**src/hw/rtl/edud_pkg.sv**
```systemverilog
`timescale 1ns / 1ps
`default_nettype none
// ----------------------------------------------------------------------------
// edud_pkg
// Shared types, constants and helpers of the 2x edge-directed dither upscaler.
// ----------------------------------------------------------------------------
package edud_pkg;

  // Configuration register indexes
  localparam logic [1:0] CfgEdgeDecay     = 2'd0;
  localparam logic [1:0] CfgEdgeThreshold = 2'd1;
  localparam logic [1:0] CfgFrameNumber   = 2'd2;

  // Configuration reset values
  localparam logic [7:0]  EdgeDecayRst     = 8'd4;
  localparam logic [7:0]  EdgeThresholdRst = 8'd28;
  localparam logic [63:0] FrameNumberRst   = 64'd0;

  // Dither matrix seed: M = SeedBase ^ (frame * SeedMul) mod 2^64
  localparam logic [63:0] SeedBase = 64'h1B84_2091_0A4C_2E01;
  localparam logic [63:0] SeedMul  = 64'h9E37_79B9_7F4A_7C15;

  // Spin key for the pixel-wide diagonal vote
  localparam logic [31:0] SpinKey = 32'h0101_0101;

  // Two parity rows of the dither matrix (bytes 7 and 6)
  typedef struct packed {
    logic [7:0] row0;
    logic [7:0] row1;
  } dith_rows_t;

  // Rounded-up average of two channels
  function automatic logic [7:0] avg8(input logic [7:0] a, input logic [7:0] b);
    logic [8:0] s;
    s = {1'b0, a} + {1'b0, b} + 9'd1;
    return s[8:1];
  endfunction

  // Absolute difference of two channels
  function automatic logic [7:0] adiff(input logic [7:0] a, input logic [7:0] b);
    return (a > b) ? (a - b) : (b - a);
  endfunction

endpackage
`default_nettype wire

```
**src/hw/rtl/edud_seed.sv**
```systemverilog
`timescale 1ns / 1ps
`default_nettype none
// ----------------------------------------------------------------------------
// edud_seed
// Two-stage computation of the dither matrix rows from the frame number.
// The 64x64 product mod 2^64 is split into three 32x32 partial products.
// ----------------------------------------------------------------------------
module edud_seed (
  input  wire logic                 clk_i,
  input  wire logic                 rst_ni,
  input  wire logic [63:0]          frame_i,
  output edud_pkg::dith_rows_t      rows_o
);

  localparam logic [31:0] MulLo = edud_pkg::SeedMul[31:0];
  localparam logic [31:0] MulHi = edud_pkg::SeedMul[63:32];

  logic [63:0] prod_ll_d, prod_ll_q;
  logic [63:0] prod_hl_full, prod_lh_full;
  logic [31:0] prod_x_d, prod_x_q;
  logic [63:0] sum;
  logic [63:0] mat;
  edud_pkg::dith_rows_t rows_d, rows_q;

  // Stage 1: partial products (cross terms only need their low halves)
  always_comb begin
    prod_ll_d    = {32'd0, frame_i[31:0]} * {32'd0, MulLo};
    prod_hl_full = {32'd0, frame_i[63:32]} * {32'd0, MulLo};
    prod_lh_full = {32'd0, frame_i[31:0]} * {32'd0, MulHi};
    prod_x_d     = prod_hl_full[31:0] + prod_lh_full[31:0];
  end

  // Stage 2: combine, mix with base seed, keep the two parity rows
  always_comb begin
    sum         = prod_ll_q + {prod_x_q, 32'd0};
    mat         = edud_pkg::SeedBase ^ sum;
    rows_d.row0 = mat[63:56];
    rows_d.row1 = mat[55:48];
  end

  always_ff @(posedge clk_i or negedge rst_ni) begin
    if (!rst_ni) begin
      prod_ll_q   <= 64'd0;
      prod_x_q    <= 32'd0;
      rows_q.row0 <= edud_pkg::SeedBase[63:56];
      rows_q.row1 <= edud_pkg::SeedBase[55:48];
    end else begin
      prod_ll_q <= prod_ll_d;
      prod_x_q  <= prod_x_d;
      rows_q    <= rows_d;
    end
  end

  assign rows_o = rows_q;

endmodule
`default_nettype wire

```
**src/hw/rtl/edge_directed_dither_upscale_2x_top.sv**
```systemverilog
`timescale 1ns / 1ps
`default_nettype none
// ----------------------------------------------------------------------------
// edge_directed_dither_upscale_2x_top
// 2x upscaler: one 2x2 source window in, one 2x2 output block out.
//
//   Channel   Ports                                   Transfer when
//   --------  --------------------------------------  -------------------------
//   input     top_left_i .. at_bottom_edge_i          start high, busy low
//   result    out_top_left_o .. out_bottom_right_o    out_valid_o high
//   config    cfg_we_i, cfg_idx_i, cfg_data_i         cfg_we_i high
//
// One window per cycle; each result passes through the three register stages
// (clamp, window terms, diagonal/dither).
// busy is always low. Results cannot be held off by the receiver.
// Reset loads the registers with their defaults and clears the pipeline.
// A frame_number write reaches the dither rows through a two-stage multiply,
// in time for a window started at the same or any later edge.
// ----------------------------------------------------------------------------
module edge_directed_dither_upscale_2x_top (
  input  wire logic        clk_i,
  input  wire logic        rst_ni,
  // input window
  input  wire logic        start,
  output logic             busy,
  input  wire logic [31:0] top_left_i,
  input  wire logic [31:0] top_right_i,
  input  wire logic [31:0] bottom_left_i,
  input  wire logic [31:0] bottom_right_i,
  input  wire logic        at_right_edge_i,
  input  wire logic        at_bottom_edge_i,
  // result block
  output logic             out_valid_o,
  output logic [31:0]      out_top_left_o,
  output logic [31:0]      out_top_right_o,
  output logic [31:0]      out_bottom_left_o,
  output logic [31:0]      out_bottom_right_o,
  // configuration
  input  wire logic        cfg_we_i,
  input  wire logic [1:0]  cfg_idx_i,
  input  wire logic [63:0] cfg_data_i
);

  // Population count of a 32-bit word
  function automatic logic [5:0] pop32(input logic [31:0] v);
    logic [5:0] n;
    n = 6'd0;
    for (int i = 0; i < 32; i++) begin
      n = n + {5'd0, v[i]};
    end
    return n;
  endfunction

  // --------------------------------------------------------------------------
  // Configuration registers
  // --------------------------------------------------------------------------
  logic [7:0]  edge_decay_d, edge_decay_q;
  logic [7:0]  edge_threshold_d, edge_threshold_q;
  logic [63:0] frame_number_d, frame_number_q;

  always_comb begin
    edge_decay_d     = edge_decay_q;
    edge_threshold_d = edge_threshold_q;
    frame_number_d   = frame_number_q;
    if (cfg_we_i) begin
      case (cfg_idx_i)
        edud_pkg::CfgEdgeDecay:     edge_decay_d     = cfg_data_i[7:0];
        edud_pkg::CfgEdgeThreshold: edge_threshold_d = cfg_data_i[7:0];
        edud_pkg::CfgFrameNumber:   frame_number_d   = cfg_data_i;
        default: ;
      endcase
    end
  end

  always_ff @(posedge clk_i or negedge rst_ni) begin
    if (!rst_ni) begin
      edge_decay_q     <= edud_pkg::EdgeDecayRst;
      edge_threshold_q <= edud_pkg::EdgeThresholdRst;
      frame_number_q   <= edud_pkg::FrameNumberRst;
    end else begin
      edge_decay_q     <= edge_decay_d;
      edge_threshold_q <= edge_threshold_d;
      frame_number_q   <= frame_number_d;
    end
  end

  // Dither rows follow the next frame value so a same-edge start sees it
  edud_pkg::dith_rows_t rows;

  edud_seed u_seed (
    .clk_i  (clk_i),
    .rst_ni (rst_ni),
    .frame_i(frame_number_d),
    .rows_o (rows)
  );

  assign busy = 1'b0;

  // --------------------------------------------------------------------------
  // Stage 1: clamp neighbours at the frame edges
  // --------------------------------------------------------------------------
  logic        s1_valid_q;
  logic [31:0] s1_a_q, s1_b_q, s1_c_q, s1_d_q;
  logic [31:0] cl_b, cl_c, cl_d, row_c, row_d;

  always_comb begin
    row_c = at_bottom_edge_i ? top_left_i  : bottom_left_i;
    row_d = at_bottom_edge_i ? top_right_i : bottom_right_i;
    cl_c  = row_c;
    cl_b  = at_right_edge_i ? top_left_i : top_right_i;
    cl_d  = at_right_edge_i ? row_c      : row_d;
  end

  always_ff @(posedge clk_i or negedge rst_ni) begin
    if (!rst_ni) begin
      s1_valid_q <= 1'b0;
    end else begin
      s1_valid_q <= start & ~busy;
    end
  end

  always_ff @(posedge clk_i) begin
    s1_a_q <= top_left_i;
    s1_b_q <= cl_b;
    s1_c_q <= cl_c;
    s1_d_q <= cl_d;
  end

  // --------------------------------------------------------------------------
  // Stage 2: averages, gradient sum, diagonal choices
  // --------------------------------------------------------------------------
  logic                 s2_valid_q;
  logic [31:0]          s2_a_q;
  logic [3:0][7:0]      avg_ab_d, avg_ac_d, avg_cd_d, gsat_d, phys_d, ising_d;
  logic [3:0][7:0]      s2_avg_ab_q, s2_avg_ac_q, s2_avg_cd_q;
  logic [3:0][7:0]      s2_gsat_q, s2_phys_q, s2_ising_q;
  logic                 vote_bc;

  always_comb begin
    logic [7:0] pa, pb, pc, pd, avg_ad, avg_bc;
    logic [8:0] gsum;
    vote_bc = pop32(s1_d_q ^ edud_pkg::SpinKey) < pop32(s1_c_q ^ edud_pkg::SpinKey);
    for (int k = 0; k < 4; k++) begin
      pa = s1_a_q[8*k +: 8];
      pb = s1_b_q[8*k +: 8];
      pc = s1_c_q[8*k +: 8];
      pd = s1_d_q[8*k +: 8];
      avg_ab_d[k] = edud_pkg::avg8(pa, pb);
      avg_ac_d[k] = edud_pkg::avg8(pa, pc);
      avg_cd_d[k] = edud_pkg::avg8(pc, pd);
      avg_ad      = edud_pkg::avg8(pa, pd);
      avg_bc      = edud_pkg::avg8(pb, pc);
      gsum        = {1'b0, edud_pkg::adiff(pa, pb)} + {1'b0, edud_pkg::adiff(pa, pc)};
      gsat_d[k]   = gsum[8] ? 8'hFF : gsum[7:0];
      phys_d[k]   = (edud_pkg::adiff(pa, pd) < edud_pkg::adiff(pb, pc)) ? avg_ad : avg_bc;
      ising_d[k]  = vote_bc ? avg_bc : avg_ad;
    end
  end

  always_ff @(posedge clk_i or negedge rst_ni) begin
    if (!rst_ni) begin
      s2_valid_q <= 1'b0;
    end else begin
      s2_valid_q <= s1_valid_q;
    end
  end

  always_ff @(posedge clk_i) begin
    s2_a_q      <= s1_a_q;
    s2_avg_ab_q <= avg_ab_d;
    s2_avg_ac_q <= avg_ac_d;
    s2_avg_cd_q <= avg_cd_d;
    s2_gsat_q   <= gsat_d;
    s2_phys_q   <= phys_d;
    s2_ising_q  <= ising_d;
  end

  // --------------------------------------------------------------------------
  // Stage 3: smoothed mean or dithered edge-directed diagonal
  // --------------------------------------------------------------------------
  logic            s3_valid_q;
  logic [31:0]     s3_tl_q, s3_tr_q, s3_bl_q, s3_br_q;
  logic [3:0][7:0] diag_d;

  always_comb begin
    logic [7:0] base, grad, e, r1;
    logic [8:0] up;
    logic       n0, n1;
    for (int k = 0; k < 4; k++) begin
      base = edud_pkg::avg8(s2_avg_ab_q[k], s2_avg_cd_q[k]);
      grad = (s2_gsat_q[k] > edge_decay_q) ? (s2_gsat_q[k] - edge_decay_q) : 8'd0;
      e    = edud_pkg::avg8(s2_phys_q[k], s2_ising_q[k]);
      n0   = ^(e & rows.row0);
      n1   = ^(e & rows.row1);
      up   = {1'b0, e} + {8'd0, n0};
      r1   = up[8] ? 8'hFF : up[7:0];
      r1   = (r1 >= {7'd0, n1}) ? (r1 - {7'd0, n1}) : 8'd0;
      diag_d[k] = (grad > edge_threshold_q) ? r1 : base;
    end
  end

  always_ff @(posedge clk_i or negedge rst_ni) begin
    if (!rst_ni) begin
      s3_valid_q <= 1'b0;
    end else begin
      s3_valid_q <= s2_valid_q;
    end
  end

  always_ff @(posedge clk_i) begin
    s3_tl_q <= s2_a_q;
    s3_tr_q <= s2_avg_ab_q;
    s3_bl_q <= s2_avg_ac_q;
    s3_br_q <= diag_d;
  end

  // Result ports
  assign out_valid_o        = s3_valid_q;
  assign out_top_left_o     = s3_tl_q;
  assign out_top_right_o    = s3_tr_q;
  assign out_bottom_left_o  = s3_bl_q;
  assign out_bottom_right_o = s3_br_q;

endmodule
`default_nettype wire
```
**config.mk**
```make
export PLATFORM = sky130hd
export DESIGN_NAME = edge_directed_dither_upscale_2x_top
export DESIGN_NICKNAME = d
export VERILOG_FILES = /design/src/hw/rtl/edud_pkg.sv /design/src/hw/rtl/edud_seed.sv /design/src/hw/rtl/edge_directed_dither_upscale_2x_top.sv
export SDC_FILE = /design/constraint.sdc
export NUM_CORES = 2
export LEC_CHECK = 0
export ABC_AREA = 0
export ABC_CLOCK_PERIOD_IN_PS = 9100
export BUFFER_PORTS_ARGS = -buffer_cell sky130_fd_sc_hd__buf_4
export CORE_AREA = 2 2 374 376
export CTS_CLUSTER_DIAMETER = 30
export DETAILED_ROUTE_END_ITERATION = 7
export DIE_AREA = 0 0 376 378
export PLACE_DENSITY_LB_ADDON = 0.15
export SLEW_MARGIN = 10
export SYNTH_ARGS = -nofsm -noshare
export SYNTH_HDL_FRONTEND = slang
export SYNTH_SLANG_ARGS = --single-unit
```
**constraint.sdc**
```tcl
create_clock -name clk_i -period 9.1 [get_ports clk_i]
set_input_delay 0.91 -clock clk_i [delete_from_list [all_inputs] [get_ports clk_i]]
set_output_delay 0.91 -clock clk_i [all_outputs]
set_load 0.02 [all_outputs]
```
# [Word level (Yosys, flattened, before mapping)]
# Index checks and enable logic that the tools add are counted.
[classes] addsub=168 mul=3 magnitude_cmp=33 eq_ne=2 muxes=46 bitwise_logic=11 n_reduce_logical=11
[ops] operator="2-to-1 mux 8 bit" count=40
[ops] operator="adder 6 x 1 -> 6 bit" count=52
[ops] operator="adder 8 x 8 -> 9 bit" count=32
[ops] operator="subtractor 8 bit" count=36
[ops] operator="adder 9 x 1 -> 9 bit, second input constant" count=28
[ops] operator="> comparator 8 bit" count=24
[ops] operator="2-to-1 mux 32 bit" count=4
[ops] operator="2-to-1 mux 64 bit" count=2
[ops] operator="adder 63 x 64 -> 64 bit" count=1
[ops] operator="bitwise AND 8 bit" count=8
[ops] operator="parity 8 bit" count=8
[ops] operator="multiplier 32 x 31 -> 63 bit, second input constant" count=1
[ops] operator="adder 8 x 1 -> 9 bit" count=4
[ops] operator="adder 32 bit" count=1
[ops] operator=">= comparator 8 x 1 -> 1 bit" count=4
[ops] operator="less-than comparator 8 bit" count=4
[ops] operator="multiplier 32 x 31 -> 32 bit, second input constant" count=1
[ops] operator="multiplier 32 x 32 -> 32 bit, second input constant" count=1
[ops] operator="subtractor 8 x 1 -> 8 bit" count=4
[ops] operator="NOT 20 bit" count=1
[ops] operator="adder 5 x 1 -> 6 bit" count=2
[ops] operator="adder 4 x 1 -> 5 bit" count=2
[ops] operator="adder 3 x 1 -> 4 bit" count=2
[ops] operator="NOT 4 bit" count=2
[ops] operator="other kinds (7)" count=10
[word_totals] reg_bits=674 inputBits=200 output_inout_bits=130 elab_cells=317

# [Longest topological paths before layout]
[logic_depth] word_depth=34 depth_mapped=34 mapped_depth_nobuf=30

# [Cells and area by module]
# From an unflattened synthesis, not the netlist that was laid out.
[hier_totals] hier_cells=7419 area_unflattened_um2=75073.3
[modules_own_cells] module="edge_directed_dither_upscale_2x_top" instances=1 cells_per_inst=4175 area_per_inst_um2=40053.4
[modules_own_cells] module="edud_seed" instances=1 cells_per_inst=3244 area_per_inst_um2=35019.8

# [Worst setup path after synthesis]
# OpenSTA, ideal clock, no wires.
[synth_path] path_kind="input-to-reg" start="input port cfg_idx_i[0]" end="register u_seed.prod_ll_q[62]" setup_ns=0.125 t_arrival_ns=9.590 required_ns=8.975 path_slack_ns=-0.615 path_stages=32 cell_sequence="nand3b_1 buf_2 buf_1 clkbuf_1 clkbuf_1 mux2i_1 inv_1 fa_1 ha_1 inv_1 fa_1 inv_1 fa_1 inv_1 fa_1 inv_1 fa_1 fa_1 inv_1 fa_1 inv_1 ha_1 nor3_1 or3_1 a2111o_1 a2111oi_0 a21oi_1 a211oi_1 or3_1 o31a_1 a21oi_1 xnor2_1"
[synth_between] elab_chain_cells=4
[synth_rtl] item="start: declaration" line_no="edge_directed_dither_upscale_2x_top.sv:40" rtl="input wire logic [1:0] cfg_idx_i,"
[synth_rtl] item="equality test 2 bit" line_no="edge_directed_dither_upscale_2x_top.sv:66" rtl="case (cfg_idx_i)"
[synth_rtl] item="2-to-1 mux 64 bit" line_no="edge_directed_dither_upscale_2x_top.sv:66"
[synth_rtl] item="2-to-1 mux 64 bit" line_no="edge_directed_dither_upscale_2x_top.sv:65" rtl="if (cfg_we_i) begin"
[synth_rtl] item="net frame_number_d[13]" line_no="edge_directed_dither_upscale_2x_top.sv:59" rtl="logic [63:0] frame_number_d, frame_number_q;"
[synth_rtl] item="multiplier 32 x 31 -> 63 bit" line_no="edud_seed.sv:27" rtl="prod_ll_d = {32'd0, frame_i[31:0]} * {32'd0, MulLo};"
[synth_rtl] item="net u_seed.prod_ll_d[62]" line_no="edud_seed.sv:18" rtl="logic [63:0] prod_ll_d, prod_ll_q;"
[synth_rtl] item="end signal: assignment" line_no="edud_seed.sv:48" rtl="prod_ll_q <= prod_ll_d;"
[synth_rtl] item="end: declaration" line_no="edud_seed.sv:18"
# The timed path passes the listed nets, and every way through them passes these cells.
# A chain may end at the register's enable or synchronous reset.

# [Worst setup path after layout]
[layout_path] start="input port cfg_idx_i[1]" end="register u_seed.prod_x_q[29]"
[layout_between] elab_chain_cells=5
[layout_rtl] item="equality test 2 bit" line_no="edge_directed_dither_upscale_2x_top.sv:66"
[layout_rtl] item="2-to-1 mux 64 bit" line_no="edge_directed_dither_upscale_2x_top.sv:66"
[layout_rtl] item="2-to-1 mux 64 bit" line_no="edge_directed_dither_upscale_2x_top.sv:65"
[layout_rtl] item="net frame_number_d[32]" line_no="edge_directed_dither_upscale_2x_top.sv:59"
[layout_rtl] item="multiplier 32 x 31 -> 32 bit" line_no="edud_seed.sv:28" rtl="prod_hl_full = {32'd0, frame_i[63:32]} * {32'd0, MulLo};"
[layout_rtl] item="adder 32 bit" line_no="edud_seed.sv:30" rtl="prod_x_d = prod_hl_full[31:0] + prod_lh_full[31:0];"
[layout_rtl] item="net u_seed.prod_x_d[29]" line_no="edud_seed.sv:20" rtl="logic [31:0] prod_x_d, prod_x_q;"
[layout_rtl] item="end signal: assignment" line_no="edud_seed.sv:49" rtl="prod_x_q <= prod_x_d;"
[layout_rtl] item="end: declaration" line_no="edud_seed.sv:20"
# The timed path passes the listed nets, and every way through them passes these cells.

==> summary.md <==
| Metric | Value |
|---|---|
| Register area share after synthesis | `approximately 18%` |
| Main flop type after synthesis | `dfxtp_1` |
| RSZ-0062 raised after global routing | `no` |
| Syn Nets | `10,011` |
| DIE HEIGHT | `378 µm` |
| Worst r2r path cells | `24` |
| Avg Cell Area, Syn | `about 10 µm²` |
| Initial antenna violation count | `3` |
| Max Cap Viol | `0` |
| Slowest CP cell | `mux2i_1` |
| CTS H-tree lvls | `4` |
| Share of cells above drive strength 1 | `approximately 14%` |
| Area leader, netlist | `fa_1` |
| Root buffer cell | `clkbuf_16` |
| Synthesis-stage register bit count | `between 600 and 700` |
| Layout Nets | `10,741` |
| Placed Instances | `9,948` |
| Synth top cells by count | `inv_1 (1,499), ha_1 (1,338), fa_1 (915)` |
| Crit path largest cell delay | `slightly above 0.8 ns` |
| Post-synth ARST share | `25.2%` |
| Critical Path Start | `cfg_idx_i[1]` |
| Clk_lat worst skew | `0.77 ns` |
| Die Area | `between 0.1 and 0.15 mm²` |
| Final setup fails | `0` |
| Vias in the first global route | `roughly 60,000` |
| Top-count cell post-synth | `inv_1` |
| Mapped Cells | `between 7,000 and 8,000` |
| Clk sinks | `~640` |
| Post-route minimum period | `approximately 8.2 ns` |
| # hold bufs at CTS | `0` |
| Post-CTS sizing | `0` |
| Hold WC Path Type | `input port to async pin` |
| DRC | `0` |
| TNS Setup | `0 ns` |
| Final GP Congestion | `about 1` |
| Input/output buffers | `~330` |
| Initial DRC Count | `~3,500` |
| Largest net degree at the start of global routing | `62` |
| Worst setup path class | `input port to register` |
| Number of I/O pins | `330` |
| CTS max path bufs | `3` |
| CP Max Fanout | `19` |
| Pre-Repair DR Iteration Count | `6` |
| Tightest Pin Transition | `about 1.2 ns` |
| Syn. warnings | `0` |
| Startpoint Class | `input port` |
| Post-synth design cell area | `approximately 0.076 mm²` |
| R2R setup slack | `between 1 and 1.5 ns` |
| Critical path arrival | `8.91 ns` |
| Reg clk slew, reported paths | `0.04 ns` |
| Final Hold Viols | `0` |
| Antenna Nets Post-Route | `0` |
| Total GRT Usage | `34.6%` |
| Top cell type's share of synthesized area | `about a quarter` |
| Wire per inst | `23.8 µm` |
| Total number of vias | `between 50,000 and 60,000` |
| Worst EP required | `9.81 ns` |
| CP endpoint kind | `register` |
| Reg-to-Reg Start | `frame_number_q[0]` |
| Worst-case clock skew | `slightly below 0.07 ns` |
| Final Max Slew Viols | `0` |
| DR vias/cell | `5.46` |
| Reg2reg end | `u_seed.prod_x_q[29]` |
| Post CTS Setup Buffer Count | `0` |
| Rows | `between 100 and 150` |
| Core area | `roughly 0.14 mm²` |
| Synth-to-Final Area Change | `16.4%` |
| Global route overflow | `0` |
| Die Width | `~380 µm` |
| Number of unique standard cell types used by synthesis | `100` |
| Starting Density | `54.6%` |
| CTS tree | `done` |
| Synth area leaders | `fa_1 (24%), ha_1 (22%), dfxtp_1 (13%)` |
| Fmax | `about 120 MHz` |
| Post-Route Utilization | `between 60% and 70%` |
| DP HPWL | `about 210,000 µm` |
| Filler cells | `between 10,000 and 15,000` |
| Slew HR | `20.0%` |
| CTS buffer count | `~150` |
| Detailed Route WL | `around 240,000 µm` |
| EDFF count, synth | `0` |
| Non-filler cells, final | `10,218` |
| Global-route wire length before repair | `between 300,000 and 400,000 µm` |
| Status | `finished clean` |
| Tcrit/Tclk final | `about 90%` |
-- how the worst max path moves through the flow --
| stage | end |
|---|---|
| 6_report | u_seed.prod_x_q[29] |
| 5_1_grt | u_seed.prod_x_q[29] |
| 4_1_cts | u_seed.prod_x_q[29] |
| 3_5_place_dp | u_seed.prod_x_q[29] |
| 3_3_place_gp | u_seed.prod_ll_q[62] |
| 2_1_floorplan | u_seed.prod_ll_q[62] |
-- sequential cells by signal, indices dropped and copies added, names as in the netlist, 32 cells and up --
name and flops:
s1_b_q 32, s2_avg_ac_q 32, s1_c_q 32, s2_avg_cd_q 32
out_top_left_o 32, out_bottom_left_o 32, frame_number_q 64, s2_ising_q 32
s2_gsat_q 32, out_top_right_o 32, s1_a_q 32, s2_avg_ab_q 32
s1_d_q 32, out_bottom_right_o 32, u_seed.prod_x_q 32, s2_phys_q 32
s2_a_q 32
-- critical path, delay by kind of cell --
| kind | cells | cell delay [ns] |
|---|---|---|
| adder cells (fa/ha/maj) | 10 | 3.92 |
| buffers and inverters | 10 | 1.15 |
| AO/OA/AOI/OAI | 5 | 1.03 |
| AND/OR/NAND/NOR | 4 | 0.99 |
| multiplexers | 1 | 0.81 |
-- logic make-up after synthesis --
family          count (synthesis)  synth area share [%]
compound gates               1130                  9.58
xor+xnor                      534                  6.24
flops                         642                  18.1
simple gates                 1037                  6.79
fa+ha+maj                    2254                  46.4
buf+inv                      1609                  8.01
mux                           351                  4.90
other cells                     1               0.00496
-- per-stage QoR --
stage / instance area [µm²] / setup WS, ns / hold slack [ns]
detailed placement: 82700 / 0.208 / 0.312
finish: 88000 / 0.901 / 0.108
floorplan: 75600 / -0.0658 / 0.310
CTS: 88000 / 1.00 / 0.116
global placement: 82700 / 0.272 / 0.310
global route: 88000 / 0.604 / 0.144
-- final cells by class --
cell class | instances | area, µm² | share of cell area (%)
diodes | 1 | 2.50 | 0.00284
clock buffers | 172 | 3910 | 4.44
clock inverters | 97 | 1370 | 1.56
inverters | 1501 | 5630 | 6.40
multi-input cells | 5307 | 55900 | 63.5
flip-flops and latches | 642 | 13700 | 15.5
well taps | 1807 | 2260 | 2.57
repair buffers | 691 | 5250 | 5.97
-- layout by cell type, fill, tap and decap left out, types with 65 or more instances in the layout --
| cell type | netlist | routed |
|---|---|---|
| buf_4 | 1 | 685 |
| nor2_1 | 309 | 309 |
| inv_1 | 1499 | 1499 |
| ha_1 | 1338 | 1338 |
| nor2b_1 | 69 | 69 |
| o21ai_0 | 196 | 196 |
| xnor2_1 | 416 | 416 |
| a21o_1 | 169 | 169 |
| fa_1 | 915 | 915 |
| dfrtp_1 | 152 | 152 |
| xor2_1 | 115 | 115 |
| nand3_1 | 65 | 65 |
| a21oi_1 | 365 | 364 |
| mux2i_1 | 202 | 199 |
| nand2_1 | 251 | 251 |
| mux2_2 | 148 | 148 |
| dfxtp_1 | 480 | 480 |
| o21bai_1 | 104 | 104 |
| clkbuf_16 | 0 | 146 |
-- layer usage --
layer	GRT usage [%]	wire [µm]
met5	0	23
met4	14.4	11500
met3	6.18	14400
met2	58.3	114000
met1	44.0	103000
Power is not shown: default switching activity piles up to over one toggle a cycle in this logic, so the estimate is an artifact.
